===== config.mk =====
export PLATFORM = sky130hd
export DESIGN_NAME = packet_sequence_reorder_top
export DESIGN_NICKNAME = d
export VERILOG_FILES = /design/src/sv/psr_pkg.sv /design/src/sv/psr_cfg.sv /design/src/sv/psr_store.sv /design/src/sv/packet_sequence_reorder_top.sv
export SDC_FILE = /design/constraint.sdc
export NUM_CORES = 1
export LEC_CHECK = 0
export ABC_CLOCK_PERIOD_IN_PS = 7450
export BUFFER_PORTS_ARGS = -buffer_cell sky130_fd_sc_hd__clkbuf_2
export CORE_ASPECT_RATIO = 0.7
export CORE_UTILIZATION = 30
export CTS_BUF_LIST = sky130_fd_sc_hd__clkbuf_8
export DETAILED_ROUTE_END_ITERATION = 8
export HOLD_SLACK_MARGIN = 0.05
export PLACE_DENSITY = 0.49
export SLEW_MARGIN = 20
export SYNTH_ARGS = -nofsm -noshare
export SYNTH_HDL_FRONTEND = slang
export SYNTH_SLANG_ARGS = --single-unit
export TNS_END_PERCENT = 30

===== constraint.sdc =====
create_clock -name clk -period 7.45 [get_ports clk]
set_input_delay 0 -clock clk [delete_from_list [all_inputs] [get_ports clk]]
set_output_delay 0 -clock clk [all_outputs]
set_load 0.01 [all_outputs]

===== src/sv/psr_pkg.sv =====
// Shared constants and types of the packet sequence reorder buffer.
`timescale 1ns / 1ps

package psr_pkg;

  localparam int WINDOW_DEFAULT = 16;
  localparam int SEQ_W          = 32;
  localparam int PAY_W          = 32;
  localparam int CFG_DATA_W     = 32;
  localparam int CFG_ADDR_W     = 4;

  // Register indexes, taken from paddr[3:2].
  localparam logic [1:0] REG_UNRELIABLE = 2'd0;
  localparam logic [1:0] REG_RX_DISABLE = 2'd1;
  localparam logic [1:0] REG_IGNORE     = 2'd2;

  typedef struct packed {
    logic unreliable;
    logic rx_disabled;
    logic ignore_in;
  } mode_t;

endpackage


===== src/sv/psr_cfg.sv =====
// Configuration registers of the reorder buffer behind an APB-style port.
`timescale 1ns / 1ps

module psr_cfg (
  input  logic                              clk,
  input  logic                              rst_n,
  input  logic                              psel,
  input  logic                              penable,
  input  logic                              pwrite,
  input  logic [psr_pkg::CFG_ADDR_W-1:0]    paddr,
  input  logic [psr_pkg::CFG_DATA_W-1:0]    pwdata,
  output logic [psr_pkg::CFG_DATA_W-1:0]    prdata,
  output logic                              pready,
  output psr_pkg::mode_t                    mode
);

  psr_pkg::mode_t mode_r;
  psr_pkg::mode_t mode_nxt;
  logic           wr_en;
  logic [1:0]     reg_idx;

  assign pready  = 1'b1;
  assign wr_en   = psel && penable && pwrite;
  assign reg_idx = paddr[3:2];
  assign mode    = mode_r;

  always_comb begin
    mode_nxt = mode_r;
    if (wr_en) begin
      case (reg_idx)
        psr_pkg::REG_UNRELIABLE: mode_nxt.unreliable  = pwdata[0];
        psr_pkg::REG_RX_DISABLE: mode_nxt.rx_disabled = pwdata[0];
        psr_pkg::REG_IGNORE:     mode_nxt.ignore_in   = pwdata[0];
        default:                 mode_nxt = mode_r;
      endcase
    end
  end

  always_comb begin
    prdata = '0;
    case (reg_idx)
      psr_pkg::REG_UNRELIABLE: prdata[0] = mode_r.unreliable;
      psr_pkg::REG_RX_DISABLE: prdata[0] = mode_r.rx_disabled;
      psr_pkg::REG_IGNORE:     prdata[0] = mode_r.ignore_in;
      default:                 prdata    = '0;
    endcase
  end

  always_ff @(posedge clk) begin
    if (!rst_n) begin
      mode_r <= '0;
    end else begin
      mode_r <= mode_nxt;
    end
  end

endmodule


===== src/sv/psr_store.sv =====
// Reorder store: payload memory with registered read and per-slot valid flags.
`timescale 1ns / 1ps

module psr_store #(
  parameter int WINDOW = psr_pkg::WINDOW_DEFAULT,
  parameter int PW     = $clog2(WINDOW)
) (
  input  logic                         clk,
  input  logic                         rst_n,
  input  logic                         wr_en,
  input  logic [PW-1:0]                wr_addr,
  input  logic [psr_pkg::PAY_W-1:0]    wr_data,
  input  logic                         clr_en,
  input  logic [PW-1:0]                clr_addr,
  input  logic                         rd_en,
  input  logic [PW-1:0]                rd_addr,
  output logic [psr_pkg::PAY_W-1:0]    rd_data,
  output logic [WINDOW-1:0]            valid
);

  logic [psr_pkg::PAY_W-1:0] mem [WINDOW];
  logic [psr_pkg::PAY_W-1:0] rd_data_r;
  logic [WINDOW-1:0]         valid_r;
  logic [WINDOW-1:0]         valid_nxt;

  assign rd_data = rd_data_r;
  assign valid   = valid_r;

  always_ff @(posedge clk) begin
    if (wr_en) begin
      mem[wr_addr] <= wr_data;
    end
    if (rd_en) begin
      rd_data_r <= mem[rd_addr];
    end
  end

  always_comb begin
    valid_nxt = valid_r;
    if (wr_en) begin
      valid_nxt[wr_addr] = 1'b1;
    end
    if (clr_en) begin
      valid_nxt[clr_addr] = 1'b0;
    end
  end

  always_ff @(posedge clk) begin
    if (!rst_n) begin
      valid_r <= '0;
    end else begin
      valid_r <= valid_nxt;
    end
  end

endmodule


===== src/sv/packet_sequence_reorder_top.sv =====
// Top level of the packet sequence reorder buffer: request sequencer and output register.
`timescale 1ns / 1ps

// Receive-side reorder buffer for numbered packets.
// Input channel: in_valid/in_stall with in_sequence_number and in_payload_handle.
// Output channel: out_valid/out_stall with out_payload, out_sequence,
// out_from_store and out_last_of_run; the last flag marks the final result of a request.
// Configuration: APB-style port, registers at byte addresses 0, 4 and 8
// (unreliable mode, receive disabled, ignore incoming), bit 0 of each.
// A request is taken when the block is idle and its output register is free or
// being emptied. Its first result appears in the output register in the cycle after
// acceptance; further packets are then drained from the store through the registered
// read of the payload memory, and no new request is taken until draining ends. A
// stored or dropped request leaves the block idle.
// While the receiver stalls, the held result stays put and draining pauses.
// Reset clears the last delivered number to zero (the first expected number is 1),
// all store valid flags and the mode registers; no clearing pass is needed.
// Held packets live in a circular store of WINDOW slots indexed from a head pointer.

module packet_sequence_reorder_top #(
  parameter int WINDOW = psr_pkg::WINDOW_DEFAULT
) (
  input  logic                              clk,
  input  logic                              rst_n,
  input  logic                              in_valid,
  output logic                              in_stall,
  input  logic [psr_pkg::SEQ_W-1:0]         in_sequence_number,
  input  logic [psr_pkg::PAY_W-1:0]         in_payload_handle,
  output logic                              out_valid,
  input  logic                              out_stall,
  output logic [psr_pkg::PAY_W-1:0]         out_payload,
  output logic [psr_pkg::SEQ_W-1:0]         out_sequence,
  output logic                              out_from_store,
  output logic                              out_last_of_run,
  input  logic                              psel,
  input  logic                              penable,
  input  logic                              pwrite,
  input  logic [psr_pkg::CFG_ADDR_W-1:0]    paddr,
  input  logic [psr_pkg::CFG_DATA_W-1:0]    pwdata,
  output logic [psr_pkg::CFG_DATA_W-1:0]    prdata,
  output logic                              pready
);

  localparam int PW = $clog2(WINDOW);

  typedef enum logic [1:0] {
    ST_IDLE  = 2'b01,
    ST_DRAIN = 2'b10
  } state_t;

  state_t                     state_r, state_nxt;
  logic [PW-1:0]              ptr_r, ptr_nxt;
  logic [psr_pkg::SEQ_W-1:0]  last_r, last_nxt;
  logic                       out_valid_r, out_valid_nxt;
  logic [psr_pkg::PAY_W-1:0]  out_pay_r, out_pay_nxt;
  logic [psr_pkg::SEQ_W-1:0]  out_seq_r, out_seq_nxt;
  logic                       out_fs_r, out_fs_nxt;
  logic                       out_last_r, out_last_nxt;
  logic                       out_load;

  psr_pkg::mode_t             mode;
  logic                       out_free;
  logic                       in_accept;
  logic [psr_pkg::SEQ_W-1:0]  off;
  logic [PW-1:0]              ptr_inc;
  logic [PW:0]                slot_sum;
  logic [PW-1:0]              slot;

  logic                       wr_en, clr_en, rd_en;
  logic [PW-1:0]              rd_addr;
  logic [psr_pkg::PAY_W-1:0]  rd_data;
  logic [WINDOW-1:0]          valid;

  psr_cfg u_cfg (
    .clk     (clk),
    .rst_n   (rst_n),
    .psel    (psel),
    .penable (penable),
    .pwrite  (pwrite),
    .paddr   (paddr),
    .pwdata  (pwdata),
    .prdata  (prdata),
    .pready  (pready),
    .mode    (mode)
  );

  psr_store #(
    .WINDOW (WINDOW),
    .PW     (PW)
  ) u_store (
    .clk      (clk),
    .rst_n    (rst_n),
    .wr_en    (wr_en),
    .wr_addr  (slot),
    .wr_data  (in_payload_handle),
    .clr_en   (clr_en),
    .clr_addr (ptr_r),
    .rd_en    (rd_en),
    .rd_addr  (rd_addr),
    .rd_data  (rd_data),
    .valid    (valid)
  );

  assign out_free  = !out_valid_r || !out_stall;
  assign in_stall  = !((state_r == ST_IDLE) && out_free);
  assign in_accept = in_valid && !in_stall;

  // Distance of the arriving number from the expected one.
  assign off      = in_sequence_number - last_r - 32'd1;
  assign ptr_inc  = (ptr_r == PW'(WINDOW - 1)) ? '0 : ptr_r + PW'(1);
  assign slot_sum = {1'b0, ptr_r} + {1'b0, off[PW-1:0]};
  assign slot     = (slot_sum >= (PW+1)'(WINDOW)) ? PW'(slot_sum - (PW+1)'(WINDOW))
                                                  : slot_sum[PW-1:0];
  assign rd_addr  = ptr_inc;

  always_comb begin
    state_nxt     = state_r;
    ptr_nxt       = ptr_r;
    last_nxt      = last_r;
    out_valid_nxt = out_valid_r && out_stall;
    out_pay_nxt   = out_pay_r;
    out_seq_nxt   = out_seq_r;
    out_fs_nxt    = out_fs_r;
    out_last_nxt  = out_last_r;
    out_load      = 1'b0;
    wr_en         = 1'b0;
    clr_en        = 1'b0;
    rd_en         = 1'b0;

    case (state_r)
      ST_IDLE: begin
        if (in_accept && !mode.rx_disabled && !mode.ignore_in) begin
          if (mode.unreliable) begin
            out_load     = 1'b1;
            out_pay_nxt  = in_payload_handle;
            out_seq_nxt  = in_sequence_number;
            out_fs_nxt   = 1'b0;
            out_last_nxt = 1'b1;
          end else if (off == '0) begin
            out_load     = 1'b1;
            out_pay_nxt  = in_payload_handle;
            out_seq_nxt  = in_sequence_number;
            out_fs_nxt   = 1'b0;
            out_last_nxt = !valid[ptr_inc];
            clr_en       = 1'b1;
            ptr_nxt      = ptr_inc;
            last_nxt     = last_r + 32'd1;
            if (valid[ptr_inc]) begin
              rd_en     = 1'b1;
              state_nxt = ST_DRAIN;
            end
          end else if (off < 32'(WINDOW)) begin
            // A duplicate keeps the copy already held.
            wr_en = !valid[slot];
          end
        end
      end
      ST_DRAIN: begin
        if (out_free) begin
          out_load     = 1'b1;
          out_pay_nxt  = rd_data;
          out_seq_nxt  = last_r + 32'd1;
          out_fs_nxt   = 1'b1;
          out_last_nxt = !valid[ptr_inc];
          clr_en       = 1'b1;
          ptr_nxt      = ptr_inc;
          last_nxt     = last_r + 32'd1;
          if (valid[ptr_inc]) begin
            rd_en = 1'b1;
          end else begin
            state_nxt = ST_IDLE;
          end
        end
      end
      default: begin
        state_nxt = ST_IDLE;
      end
    endcase

    if (out_load) begin
      out_valid_nxt = 1'b1;
    end
  end

  always_ff @(posedge clk) begin
    if (!rst_n) begin
      state_r     <= ST_IDLE;
      ptr_r       <= '0;
      last_r      <= '0;
      out_valid_r <= 1'b0;
    end else begin
      state_r     <= state_nxt;
      ptr_r       <= ptr_nxt;
      last_r      <= last_nxt;
      out_valid_r <= out_valid_nxt;
    end
  end

  always_ff @(posedge clk) begin
    out_pay_r  <= out_pay_nxt;
    out_seq_r  <= out_seq_nxt;
    out_fs_r   <= out_fs_nxt;
    out_last_r <= out_last_nxt;
  end

  assign out_valid       = out_valid_r;
  assign out_payload     = out_pay_r;
  assign out_sequence    = out_seq_r;
  assign out_from_store  = out_fs_r;
  assign out_last_of_run = out_last_r;

endmodule

# Word level (Yosys, flattened, before mapping)
# Memories as Yosys holds them, arrays and structs flattened. A register that Yosys moved wholly into a read port is not among the register bits.
# Cells that the tools add are included.
[totals] regBits=124 ram_bits=512 input_bits=107 wordCells=138 n_memories=1
[memory_table] name="u_store.mem" depth=16 width=32 read_ports=1 rd_clocked_by_memory_dff=1 write_ports=1 line_no="psr_store.sv:21" rtl="logic [psr_pkg::PAY_W-1:0] mem [WINDOW];"
[op_classes] n_addsub=6 magnitude_cmp=7 n_eq_ne=12 muxes=71 bitwise_logic=3 reduce_logical=26
[op_table] operator="two-way mux 32 bit" count=11
[op_table] operator="case mux 32 bit (2 select lines)" count=3
[op_table] operator="adder 32 x 1 -> 32 bit (second input constant)" count=1
[op_table] operator="logical NOT 32 bit" count=1
[op_table] operator="< comparator 32 x 5 -> 1 bit (second input constant)" count=1
[op_table] operator="two-way mux 16 bit" count=2
[op_table] operator="subtractor 32 x 1 -> 32 bit (second input constant)" count=1
[op_table] operator="subtractor 32 bit" count=1
[op_table] operator="two-way mux 1 bit" count=31
[op_table] operator="two-way mux 4 bit" count=6
[op_table] operator="AND 16 bit" count=1
[op_table] operator="inverter 16 bit" count=1
[op_table] operator="OR 16 bit" count=1
[op_table] operator="< comparator 4 x 5 -> 1 bit (second input constant)" count=3
[op_table] operator="two-way mux 2 bit" count=6
[op_table] operator="case mux 1 bit (2 select lines)" count=5
[op_table] operator="logical AND 1 bit" count=9
[op_table] operator="binary-select mux 1 bit (select 4 bit)" count=2
[op_table] operator="demux 1 bit (select 4 bit)" count=2
[op_table] operator="greater-or-equal comparator 4 x 1 -> 1 bit (second input constant)" count=2
[op_table] operator="case mux 4 bit (2 select lines)" count=1
[op_table] operator="logical NOT 1 bit" count=7
[op_table] operator="!= test 2 x 1 -> 1 bit (second input constant)" count=3
[op_table] operator="!= test 2 bit (second input constant)" count=3
[op_table] operator="other kinds (17)" count=21

# Logic depth before layout (Yosys ltp)
# Gate-level depths: netlist of the first run.
[logic_depth] word_depth=16 ltp_mapped=16 mapped_depth_nobuf=13

# Modules after synthesis
# From an unflattened synthesis of the first run, not the netlist that was laid out.
[unflattened] hier_cells=1912 area_unflattened_um2=29557.1
[by_module_without_submodules] module="psr_store" instances=1 cells_per_inst=884 area_per_inst_um2=20739.9 seq_area_each_um2=16656.0
[by_module_without_submodules] module="packet_sequence_reorder_top" instances=1 cells_per_inst=978 area_per_inst_um2=8403.1 seq_area_each_um2=2762.6
[by_module_without_submodules] module="psr_cfg" instances=1 cells_per_inst=50 area_per_inst_um2=414.1 seq_area_each_um2=60.1

# Worst setup path after synthesis of the first run
# Ideal clock, no wire load.
[synth_path] path_type="register -> register" startpoint="register last_r[6] in the netlist's numbering" endpoint="register out_fs_r (netlist: out_from_store) (enable)" setup_time_ns=0.512 t_arrival_ns=6.862 path_slack_ns=0.077 stages_incl_launch_ff=15 n_path_buf=2 cell_sequence="dfxtp_1 -> inv_1 -> ha_1 -> buf_4 -> nand4_1 -> or4_1 -> a21oi_2 -> or3_1 -> nor3_1 -> or4_1 -> or4_1 -> buf_6 -> or4b_1 -> a21o_1 -> a21oi_1"
[synth_via] elab_chain_cells=5
[synth_lines] element="from (decl)" line_no="packet_sequence_reorder_top.sv:53" rtl="logic [psr_pkg::SEQ_W-1:0] last_r, last_nxt;"
[synth_lines] element="from (signal assigned)" line_no="packet_sequence_reorder_top.sv:194" rtl="last_r <= last_nxt;"
[synth_lines] element="subtractor 32 bit" line_no="packet_sequence_reorder_top.sv:109" rtl="assign off = in_sequence_number - last_r - 32'd1;"
[synth_lines] element="subtractor 32 x 1 -> 32 bit" line_no="packet_sequence_reorder_top.sv:109"
[synth_lines] element="logical NOT 32 bit" line_no="packet_sequence_reorder_top.sv:139" rtl="end else if (off == '0) begin"
[synth_lines] element="!= test 3 x 1 -> 1 bit (no source line)"
[synth_lines] element="AND reduction 4 bit (no source line)"
[synth_lines] element="to (signal assigned)" line_no="packet_sequence_reorder_top.sv:202" rtl="out_fs_r <= out_fs_nxt;"
[synth_lines] element="to (decl)" line_no="packet_sequence_reorder_top.sv:57" rtl="logic out_fs_r, out_fs_nxt;"
# Every way passes these cells.
# A chain may end at the register's enable or synchronous reset.

# Worst setup path in the final report of the first run
[layout_path] startpoint="register last_r[6] in the netlist's numbering" endpoint="memory u_store.mem[6][3] in the netlist's numbering (enable)"
[layout_via] elab_chain_cells=10 elab_cells_between_ends=11
[layout_lines] element="subtractor 32 bit (*)" line_no="packet_sequence_reorder_top.sv:109"
[layout_lines] element="subtractor 32 x 1 -> 32 bit (*)" line_no="packet_sequence_reorder_top.sv:109"
[layout_lines] element="< comparator 32 x 5 -> 1 bit" line_no="packet_sequence_reorder_top.sv:152" rtl="end else if (off < 32'(WINDOW)) begin"
[layout_lines] element="two-way mux 1 bit" line_no="packet_sequence_reorder_top.sv:152"
[layout_lines] element="two-way mux 1 bit (*)" line_no="packet_sequence_reorder_top.sv:139"
[layout_lines] element="two-way mux 1 bit (*)" line_no="packet_sequence_reorder_top.sv:133" rtl="if (mode.unreliable) begin"
[layout_lines] element="two-way mux 1 bit (*)" line_no="packet_sequence_reorder_top.sv:132" rtl="if (in_accept && !mode.rx_disabled && !mode.ignore_in) begin"
[layout_lines] element="two-way mux 1 bit (*)" line_no="packet_sequence_reorder_top.sv:130" rtl="case (state_r)"
[layout_lines] element="two-way mux 1 bit (*)" line_no="psr_store.sv:30" rtl="if (wr_en) begin"
[layout_lines] element="two-way mux 1 bit (implied by the code) (*)" line_no="psr_store.sv:31" rtl="mem[wr_addr] <= wr_data;"
[layout_lines] element="to (decl)" line_no="psr_store.sv:21"
# Every way passes the cells marked *; elsewhere a longest branch is shown, timed or not.

==> impl_metrics.tcl, run 1 <==
set metrics [dict create \
    run_status "completed" \
    tritoncts "yes" \
    slowest_stage "or4_1" \
    synth-main-ff-cell "edfxtp_1" \
    clk_pin_slew_ns 0.06 \
    ios 208 \
    multi_input_comb_area_um2 8960 \
    layout-drive-gt1-share_pct 25.8 \
    antenna_found_initial 4 \
    areaGrowthSynthToFinish_pct 16.7 \
    final_util_pct 35.7 \
    postCtsSetupBuffers 0 \
    ys_async_sr_fraction_pct 0 \
    cap_violations 0 \
    syn_inst 1714 \
    netlist_area_um2 29000 \
    die_w_um 373 \
    seq_area_um2 19500 \
    hold_viol 0 \
    final_common_cell "edfxtp_1" \
    drtAntennaViolNets 0 \
    ctsHtreeMaxLevel 3 \
    initial_core_util_pct 30.5 \
    worstPathRequired_ns 7.78 \
    cp.buffers_inverters 2 \
    setup_viol 0 \
    worstSetupPathType "flop to flop" \
    hp-class "input port to flop" \
    vias 16995 \
    worstSetupEndpointType "flop" \
    drt-pass1-iter-count 5 \
    powerDensity_nw_per_um2 214 \
    finalCritPeriodShare_pct 81.4 \
    clock_sinks 668 \
    nFillCells 9020 \
    fin_tns_setup_ns 0 \
    cpLargestDelayFamily "simple AND/OR/NAND/NOR gates" \
    dp_hpwl_um 44000 \
    die_area_um2 97800 \
    crit_path_max_incr_delay_ns 0.70 \
    drt-total-wl_um 76600 \
    syn_avg_cell_area_um2 16.9 \
    ys_seq_elements 668 \
    gp_congestion 0.850 \
    cts_buffer_depth 3 \
    fin_skew_ns 0.0491 \
    rows 94 \
    cts_root_buf "clkbuf_8" \
    synth_area_leader_cell "edfxtp_1" \
    worstMarginPinSlew_ns 1.15 \
    period_minus_slack_ns 6.06 \
    cellLeakagePower_nw 11.1 \
    synth_top_area_share_pct 63.3 \
    die_height_um 262 \
    maxSlewHeadroom_pct 22.3 \
    groute.usage.overall_pct 15.5 \
    crit_chain "inv_1 > ha_1 > a21oi_1 > o21ai_1 > nor4b_1 > or3_1 > nor3_1 > or4_1 > or4_1 > nor4_2 > nand4_1 > nor4_2 > buf_4" \
    worstPathMaxFanout 32 \
    vias_per_cell 5.13 \
    io_buffers 142 \
    grt_max_degree 62 \
    vdd.ir_drop.worst_v 0.000110 \
    rsz0062_at_grt "no" \
    fmax_ghz 0.165 \
    crit_arrival_ns 6.39 \
    yosys-top-cells-area "edfxtp_1 (63%), mux4_2 (13%), dfxtp_1 (4.0%), ha_1 (1.8%), a21oi_1 (1.5%)" \
    yosysSeqAreaShare_pct 67.3 \
    yosysUniqueCellTypes 75 \
    start_kind "flop" \
    slew_viol_final 0 \
    cts_buffers 104 \
    clkLatencyLatePin_ns 0.74 \
    coreArea_um2 94800 \
    drc 0 \
    drtIter0Drc 1371 \
    fin_nets 2132 \
    grt_pass1_wl_um 112000 \
    synth_edf_count 610 \
    yosys_warnings 0 \
    grt_pass1_vias 16934 \
    overflow 0 \
    wire_per_inst_um 23.1 \
    final_cell_mix "edfxtp_1 (610), mux4_2 (163), clkbuf_2 (142)" \
]
[Yosys cell counts, types with 7 or more instances]
master / instances
a211oi_1: 7
a21o_1: 14
a21oi_1: 89
a311oi_1: 18
a31oi_1: 20
a41oi_1: 17
and3_1: 19
and4_1: 17
buf_1: 15
buf_4: 33
buf_6: 7
clkbuf_1: 61
dfxtp_1: 58
edfxtp_1: 610
ha_1: 41
inv_1: 47
mux2_2: 38
mux2i_1: 12
mux4_2: 163
nand2_1: 46
nand3_1: 24
nand4_1: 24
nor2_1: 66
nor2b_1: 8
nor3_1: 28
nor4_1: 13
o211ai_1: 7
o21a_1: 28
o21ai_0: 30
or3_1: 9
or4_1: 11
xnor2_1: 43
[per-layer routing]
| metal | wire, um | track usage, % |
|---|---|---|
| met1 | 36100 | 22.3 |
| met2 | 34700 | 23.6 |
| met3 | 4190 | 3.12 |
| met4 | 1620 | 4.41 |
| met5 | 35 | 0 |
[repair_timing]
action / in CTS / in global routing
setup endpoints to repair: 0 / 0
endpoints found under the hold margin: 614 / 0
gates resized for setup: 0 / 0
hold buffers: 77 / 0
[flip-flops by register name (all words and copies together), names as in the netlist]
register,flops
last_r,32
out_from_store,1
out_last_of_run,1
out_payload,32
out_sequence,32
out_valid,1
ptr_r,4
state_r,2
u_cfg.mode,3
u_store.mem,512
u_store.rd_data,32
u_store.valid,16
[worst register-to-register path: stages, from the launching register on]
cell	delay, ns
dfxtp_1	0.45
inv_1	0.11
ha_1	0.44
a21oi_1	0.15
o21ai_1	0.36
nor4b_1	0.69
or3_1	0.20
nor3_1	0.05
or4_1	0.50
or4_1	0.70
nor4_2	0.65
nand4_1	0.37
nor4_2	0.28
buf_4	0.67
[per-stage QoR]
stage	cells	power [mW]	setup slack, ns	hold WS [ns]	instance area, um^2
after detailed placement	3047	4.42	1.54	0.290	31100
after global placement	3047	4.41	1.55	0.272	31100
after floorplan	1744	4.32	0.0766	0.0989	29100
final	3311	7.23	1.39	0.127	33800
after CTS	3310	7.32	1.49	0.0566	33800
after global routing	3311	7.49	1.11	0.130	33800
[cell type report]
type / instances / share of cell area [%]
Clock buffer: 106 / 4.32
Sequential cell: 668 / 57.6
Timing Repair Buffer: 253 / 5.14
Antenna cell: 1 / 0.00740
Multi-Input combinational cell: 908 / 26.5
Tap cell: 1248 / 4.62
Clock inverter: 80 / 1.26
Inverter: 47 / 0.522
[path summary, 6_finish.rpt]
check,from,endpoint,slack [ns],cells past startpoint
setup / recovery,last_r[6],u_store.mem[6][3],1.39,13
hold reg to reg,last_r[18],last_r[18],0.52,2
hold / removal,pwdata[0],u_cfg.mode[2],0.13,4
setup reg to reg,last_r[6],u_store.mem[6][3],1.39,13
[power by group]
group | leakage, nW | internal [mW] | switching [mW]
clock network | 1.12 | 1.40 | 1.45
registers | 5.95 | 4.08 | 0.000827
logic | 4.03 | 0.102 | 0.190
total | 11.1 | 5.59 | 1.64
[logic make-up after synthesis]
kind of cell / synth area share (%)
flip-flops: 67.3
AND/OR/NAND/NOR: 5.40
AO/OA/AOI/OAI: 6.55
multiplexers: 14.6
buffers and inverters: 2.81
XOR/XNOR: 1.48
adder cells (fa/ha/maj): 1.91
other: 0.0259
Note: power is estimated with default switching activity, not from simulation.
==> run 2, diff against run 1 <==
--- a/config.mk
+++ b/config.mk
@@ -5,14 +5,15 @@
 export SDC_FILE = /design/constraint.sdc
 export NUM_CORES = 1
 export LEC_CHECK = 0
-export ABC_CLOCK_PERIOD_IN_PS = 7450
+export ABC_AREA = 1
+export ABC_CLOCK_PERIOD_IN_PS = 6200
 export BUFFER_PORTS_ARGS = -buffer_cell sky130_fd_sc_hd__clkbuf_2
 export CORE_ASPECT_RATIO = 0.7
 export CORE_UTILIZATION = 30
 export CTS_BUF_LIST = sky130_fd_sc_hd__clkbuf_8
 export DETAILED_ROUTE_END_ITERATION = 8
 export HOLD_SLACK_MARGIN = 0.05
-export PLACE_DENSITY = 0.49
+export PLACE_DENSITY = 0.47
 export SLEW_MARGIN = 20
 export SYNTH_ARGS = -nofsm -noshare
 export SYNTH_HDL_FRONTEND = slang
==> constraint.sdc (replaced) <==
create_clock -name clk -period 6.2 [get_ports clk]
set_input_delay 0 -clock clk [delete_from_list [all_inputs] [get_ports clk]]
set_output_delay 0 -clock clk [all_outputs]
set_load 0.01 [all_outputs]
==> run 2 against run 1 <==
  * Worst setup slack got worse by 0.0029 ns
  * Global-route usage up 1.7 points
  * Core utilization shrank 0.57 points
  * Register-to-register slack hardly changed
  * Highest routed layer unchanged
  * Critical path depth is 5 higher
  * Largest power group unchanged
  * The run now ends with design-rule violations left
  * Die area is 4.5% higher
  * First-iteration DRC count increased by 16%
  * Largest cell class unchanged
  * Clock skew is 0.0091 ns lower
  * Sequential share of layout area decreased by 2.1 points
  * Non-clock buffer count rose by 2
==> impl_metrics.tcl, run 2 <==
set metrics [dict create \
    initial_core_util_pct 30.3 \
    drt-total-wl_um 88100 \
    cp.buffers_inverters 6 \
    vias 21666 \
    synth-simple-area-share_pct 18.5 \
    drt-pass1-iter-count 7 \
    cts_root_buf "clkbuf_8" \
    postLayoutSetupSlackWorst_ns 1.39 \
    largest_register_ff_count 512 \
    grt_pass1_wl_um 133000 \
    yosysSeqAreaShare_pct 64.4 \
    tritoncts "yes" \
    worstSetupPathType "flop to flop" \
    fin_skew_ns 0.0400 \
    slowest_stage "fa_1" \
    overflow 0 \
    synth_top_family_by_area "simple AND/OR/NAND/NOR gates" \
    groute.usage.overall_pct 17.2 \
    synthTopCellsByCount "nand2_1 (723), edfxtp_1 (610), nor2_1 (366)" \
    seq_area_um2 19500 \
    final_common_cell "nand2_1" \
    synth_edf_count 610 \
    cts_hold_buffers 88 \
    cts_buffers 106 \
    vias_per_cell 4.69 \
    crit_chain "inv_1 > ha_1 > fa_1 > inv_1 > fa_1 > inv_1 > nand2_1 > inv_1 > a22oi_1 > o221ai_1 > nand3_1 > nand3_1 > nor2_1 > nand3b_1 > nor2_4 > nand4_1 > inv_2 > buf_4" \
    syn_inst 2965 \
    ctsHtreeMaxLevel 3 \
    hold_viol 0 \
    synth_fa_ha_area_share_pct 1.83 \
    crit_path_max_incr_delay_ns 0.56 \
    layout-drive-gt1-share_pct 11.0 \
    cts_buffer_depth 3 \
    die_height_um 268 \
    fin_nets 3340 \
    largest_register "u_store.mem" \
    clock_sinks 668 \
    synth-main-ff-cell "edfxtp_1" \
    nFillCells 10211 \
    crit_top_cell "inv_1" \
    clk_pin_slew_ns 0.07 \
    drtAntennaViolNets 0 \
    worstPathMaxFanout 19 \
    worstMarginPinSlew_ns 1.10 \
    io_buffers 142 \
    synth_top_area_share_pct 60.5 \
    rsz0062_at_grt "no" \
    synth_compound_area_share_pct 8.57 \
    failed_checks "design-rule violations" \
    postCtsSetupBuffers 0 \
    coreArea_um2 100000 \
    multi_input_comb_area_um2 9200 \
    vdd.ir_drop.worst_v 0.000160 \
    grt_max_degree 201 \
    synth_most_common_cell "nand2_1" \
    cts_resized 0 \
    hp-class "input port to flop" \
    power_mw 8.88 \
    clkLatencyLatePin_ns 0.79 \
    worstSetupEndpointType "flop" \
    worstPathRequired_ns 6.63 \
    ys_async_sr_fraction_pct 0 \
    final_cell_mix "nand2_1 (722), edfxtp_1 (610), nor2_1 (364)" \
    wire_per_inst_um 19.1 \
    syn_avg_cell_area_um2 10.2 \
    grtUsageMet2_pct 26.6 \
    yosysUniqueCellTypes 48 \
    drtIter0Drc 1597 \
    dp_hpwl_um 49700 \
    synthXorXnorAreaFrac_pct 0.955 \
    synth_area_leader_cell "edfxtp_1" \
    grt_pass1_vias 21154 \
    antenna_found_initial 4 \
    cap_violations 0 \
    fin_tns_setup_ns 0 \
    rows 97 \
    crit_arrival_ns 5.25 \
    yosys_warnings 0 \
    fmax_ghz 0.208 \
    finalCritPeriodShare_pct 77.6 \
    cpLargestDelayFamily "adder cells" \
    netlist_area_um2 30300 \
    die_w_um 382 \
    yosys-top-cells-area "edfxtp_1 (61%), nand2_1 (9.0%), nor2_1 (4.5%), o21ai_0 (4.0%), dfxtp_1 (3.8%)" \
    gp_congestion 0.871 \
    run_status "complete, but fails checks" \
    powerDensity_nw_per_um2 253 \
    maxSlewHeadroom_pct 26.7 \
    busiest_layer "met2" \
    grtUsageMet3_pct 3.43 \
    ys_seq_elements 668 \
    slew_viol_final 0 \
    period_minus_slack_ns 4.81 \
    cellLeakagePower_nw 13.3 \
    areaGrowthSynthToFinish_pct 15.9 \
    grt_util_met1_pct 24.4 \
    die_area_um2 102000 \
    setup_viol 0 \
    post-place-ws_ns 1.40 \
    start_kind "flop" \
    drc 2 \
    muxShareOfSynthArea_pct 0 \
    ios 208 \
]
-- run 2: cell types whose count changed in the layout (fill, tap and decap cells not counted), sizes merged, moves of 38 or more --
| cell | delta |
|---|---|
| a21oi | -47 |
| inv | +201 |
| mux2 | -38 |
| mux4 | -163 |
| nand2 | +683 |
| nand3 | +143 |
| nor2 | +311 |
| o21ai | +206 |
| o221ai | +53 |
| o22ai | +47 |
| xnor2 | -40 |
-- run 2: final timing paths --
path	startpoint	endpoint	slack (ns)	depth (start not counted)
worst max-delay path	last_r[0]	u_store.mem[3][21]	1.39	18
worst min register to register	state_r[0]	state_r[0]	0.49	2
worst max register to register	last_r[0]	u_store.mem[3][21]	1.39	18
worst min-delay path	in_sequence_number[3]	out_sequence[3]	0.11	4
-- run 2: cell type report --
class / count / share of cell area [%]
repair buffers: 255 / 5.15
clock buffers: 109 / 4.28
inverters: 256 / 2.78
well taps: 1336 / 4.76
multi-input cells: 1903 / 26.2
diodes: 3 / 0.0214
clock inverters: 89 / 1.29
flip-flops and latches: 668 / 55.5
-- run 2: stage by stage --
stage | hold WS, ns | util (%) | instances | cell area (um^2)
after CTS | 0.0507 | 35.1 | 4615 | 35100
after floorplan | 0.0989 | - | 2995 | 30400
after global placement | 0.317 | 32.2 | 4329 | 32200
final | 0.113 | 35.1 | 4619 | 35100
after global routing | 0.0887 | 35.1 | 4619 | 35100
after detailed placement | 0.316 | 32.2 | 4329 | 32200
-- run 2: layer usage --
layer / vias to the layer above / wire length [um] / share of wire (%)
li1: 10609 / - / -
met1: 10386 / 43100 / 49
met2: 531 / 38400 / 44
met3: 136 / 4730 / 5.4
met4: 4 / 1840 / 2.1
met5: - / 27 / 0.031
-- run 2: report_power, final --
group / internal [mW] / switching, mW / total, mW
sequential: 4.91 / 0.00151 / 4.91
combinational: 0.125 / 0.247 / 0.373
clock: 1.73 / 1.87 / 3.60
total: 6.76 / 2.12 / 8.88
-- run 2: worst register-to-register path, cell delays in order, from the launching register on --
cell and delay [ns]:
dfxtp_1 0.37, inv_1 0.09, ha_1 0.22, fa_1 0.56
inv_1 0.08, fa_1 0.56, inv_1 0.07, nand2_1 0.15
inv_1 0.12, a22oi_1 0.15, o221ai_1 0.14, nand3_1 0.09
nand3_1 0.10, nor2_1 0.11, nand3b_1 0.12, nor2_4 0.38
nand4_1 0.29, inv_2 0.43, buf_4 0.46
-- run 2: cell families (layout without fill, tap and decap cells) --
| logic type | after synthesis | after routing |
|---|---|---|
| fa+ha+maj | 43 | 43 |
| xor+xnor | 33 | 33 |
| compound gates | 438 | 438 |
| other cells | 2 | 35 |
| buf+inv | 424 | 709 |
| simple gates | 1357 | 1357 |
| flops | 668 | 668 |
==> run 3, diff against run 2 <==
--- a/config.mk
+++ b/config.mk
@@ -5,15 +5,15 @@
 export SDC_FILE = /design/constraint.sdc
 export NUM_CORES = 1
 export LEC_CHECK = 0
-export ABC_AREA = 1
-export ABC_CLOCK_PERIOD_IN_PS = 6200
+export ABC_AREA = 0
+export ABC_CLOCK_PERIOD_IN_PS = 4050
 export BUFFER_PORTS_ARGS = -buffer_cell sky130_fd_sc_hd__clkbuf_2
 export CORE_ASPECT_RATIO = 0.7
 export CORE_UTILIZATION = 30
 export CTS_BUF_LIST = sky130_fd_sc_hd__clkbuf_8
 export DETAILED_ROUTE_END_ITERATION = 8
 export HOLD_SLACK_MARGIN = 0.05
-export PLACE_DENSITY = 0.47
+export PLACE_DENSITY = 0.49
 export SLEW_MARGIN = 20
 export SYNTH_ARGS = -nofsm -noshare
 export SYNTH_HDL_FRONTEND = slang
==> constraint.sdc (replaced) <==
create_clock -name clk -period 4.05 [get_ports clk]
set_input_delay 0 -clock clk [delete_from_list [all_inputs] [get_ports clk]]
set_output_delay 0 -clock clk [all_outputs]
set_load 0.01 [all_outputs]
==> run 3 against run 2 <==
  * The run ends with negative setup slack left
  * Global-route usage about the same
  * Design area is 9.4% higher
  * Count of clock-buffer cells in the layout shrank 2
  * Fmax rose by 6.7%
  * Sequential power up 53%
  * Power rose by 54%
  * Hold slack better by 0.037 ns
  * Non-clock buffer count rose by 312
  * Routed wire length is 0.56% higher
  * Via count fell by 15%
  * Worst setup slack got worse by 1.8 ns
  * Largest cell class unchanged
  * Largest power group unchanged
  * Highest routed layer unchanged
==> impl_metrics.tcl, run 3 (same netlist as run 1, synthesis figures left out) <==
set metrics [dict create \
    run_status "complete, but fails checks" \
    failed_checks "negative setup slack" \
    crit_chain "inv_1 > ha_4 > nand4_1 > or4_4 > a21oi_4 > or3_1 > nor3_1 > or4_1 > or4_4 > nor4_4 > buf_4 > buf_6 > nand3_2 > buf_6 > nor4_4 > buf_6 > buf_12 > buf_12" \
    worstPathRequired_ns 4.52 \
    crit_top_cell "buf_6" \
    cpLargestDelayFamily "simple AND/OR/NAND/NOR gates" \
    cap_violations 0 \
    setup_viol 636 \
    drt-total-wl_um 88600 \
    cts_buffer_depth 3 \
    hp-class "input port to flop" \
    vias 18522 \
    crit_arrival_ns 4.98 \
    dp_hpwl_um 50100 \
    hold_ws_ns 0.149 \
    clkLatencyLatePin_ns 0.80 \
    die_w_um 373 \
    cp.buffers_inverters 7 \
    layout-drive-gt1-share_pct 38.1 \
    power_mw 13.7 \
    hold_viol 0 \
    cellLeakagePower_nw 13.2 \
    io_buffers 142 \
    start_kind "flop" \
    crit_path_max_incr_delay_ns 0.54 \
    final_cell_mix "edfxtp_1 (610), buf_4 (212), mux4_2 (163)" \
    initial_core_util_pct 30.5 \
    drtAntennaViolNets 0 \
    drt-pass1-iter-count 5 \
    vdd.ir_drop.worst_v 0.000258 \
    fin_skew_ns 0.0473 \
    antenna_found_initial 5 \
    tritoncts "yes" \
    cts_root_buf "clkbuf_8" \
    maxSlewHeadroom_pct 28.2 \
    die_area_um2 97800 \
    nFillCells 8641 \
    slew_viol_final 0 \
    rsz0062_at_grt "yes" \
    worstMarginPinSlew_ns 1.07 \
    ctsHtreeMaxLevel 3 \
    finalCritPeriodShare_pct 111 \
    coreArea_um2 94800 \
    worstSetupPathType "flop to flop" \
    fin_tns_setup_ns -220.12 \
    multi_input_comb_area_um2 9510 \
    rows 94 \
    gp_congestion 0.848 \
    largest_register_ff_count 512 \
    grt_max_degree 86 \
    die_height_um 262 \
    groute.usage.overall_pct 17.2 \
    worstPathMaxFanout 8 \
    fmax_ghz 0.222 \
    final_common_cell "edfxtp_1" \
    seq_area_um2 19500 \
    worstSetupEndpointType "flop" \
    grt_pass1_wl_um 123000 \
    drtIter0Drc 1680 \
    areaGrowthSynthToFinish_pct 32.6 \
    grt_pass1_vias 18425 \
    fin_nets 2449 \
    clock_sinks 668 \
    powerDensity_nw_per_um2 356 \
    slowest_stage "or4_4" \
    period_minus_slack_ns 4.51 \
    clk_pin_slew_ns 0.07 \
    overflow 0 \
    largest_register "u_store.mem" \
    final_util_pct 40.5 \
    wire_per_inst_um 24.4 \
    postLayoutSetupSlackWorst_ns -0.464 \
    cts_buffers 107 \
    drc 0 \
    post-place-ws_ns -0.723 \
    ios 208 \
    vias_per_cell 5.10 \
]
## run 3: through the flow
stage	std cells	instance area, um^2
final	3629	38400
after floorplan	1744	29400
after detailed placement	3266	33400
after CTS	3595	37500
after global routing	3628	38400
after global placement	3266	33400
## run 3: worst min-delay path, cell delays in order
cell and delay (ns):
dlygate4sd3_1 0.52, clkbuf_2 0.13, nor2_1 0.04, a21oi_1 0.10
## run 3: routing by layer
layer	wire (um)	track usage, %	vias up
met2	39600	25.7	613
met1	42000	25.6	9650
met4	1480	4.32	4
met3	5460	3.13	105
met5	25	0	-
li1	-	-	8150
## run 3: path summary, 6_finish.rpt
kind	cells past startpoint	endpoint	slack, ns	from
max reg2reg	18	u_store.mem[9][13]	-0.46	last_r[8]
max	18	u_store.mem[9][13]	-0.46	last_r[8]
min	4	out_sequence[30]	0.15	in_sequence_number[30]
min reg2reg	2	last_r[31]	0.52	last_r[31]
## run 3: final cells by class
type,count,area share (%)
Timing Repair Buffer,567,14.9
Multi-Input combinational cell,908,24.8
Tap cell,1248,4.07
Clock buffer,107,3.84
Inverter,47,0.459
Clock inverter,82,1.17
Sequential cell,668,50.7
Antenna cell,2,0.0130
## run 3: where the power goes
part / switching (mW) / internal, mW / total [mW]
registers: 0.00147 / 7.51 / 7.51
clock network: 2.81 / 2.61 / 5.43
logic: 0.416 / 0.311 / 0.726
total: 3.23 / 10.4 / 13.7
## run 3: timing repair
action,CTS,global route
setup buffers,36,12
pin swaps,20,22
cloned,20,21
hold buffers,84,0
endpoints found under the hold margin,626,0
resized for setup,111,58
endpoints found under the setup margin,665,664
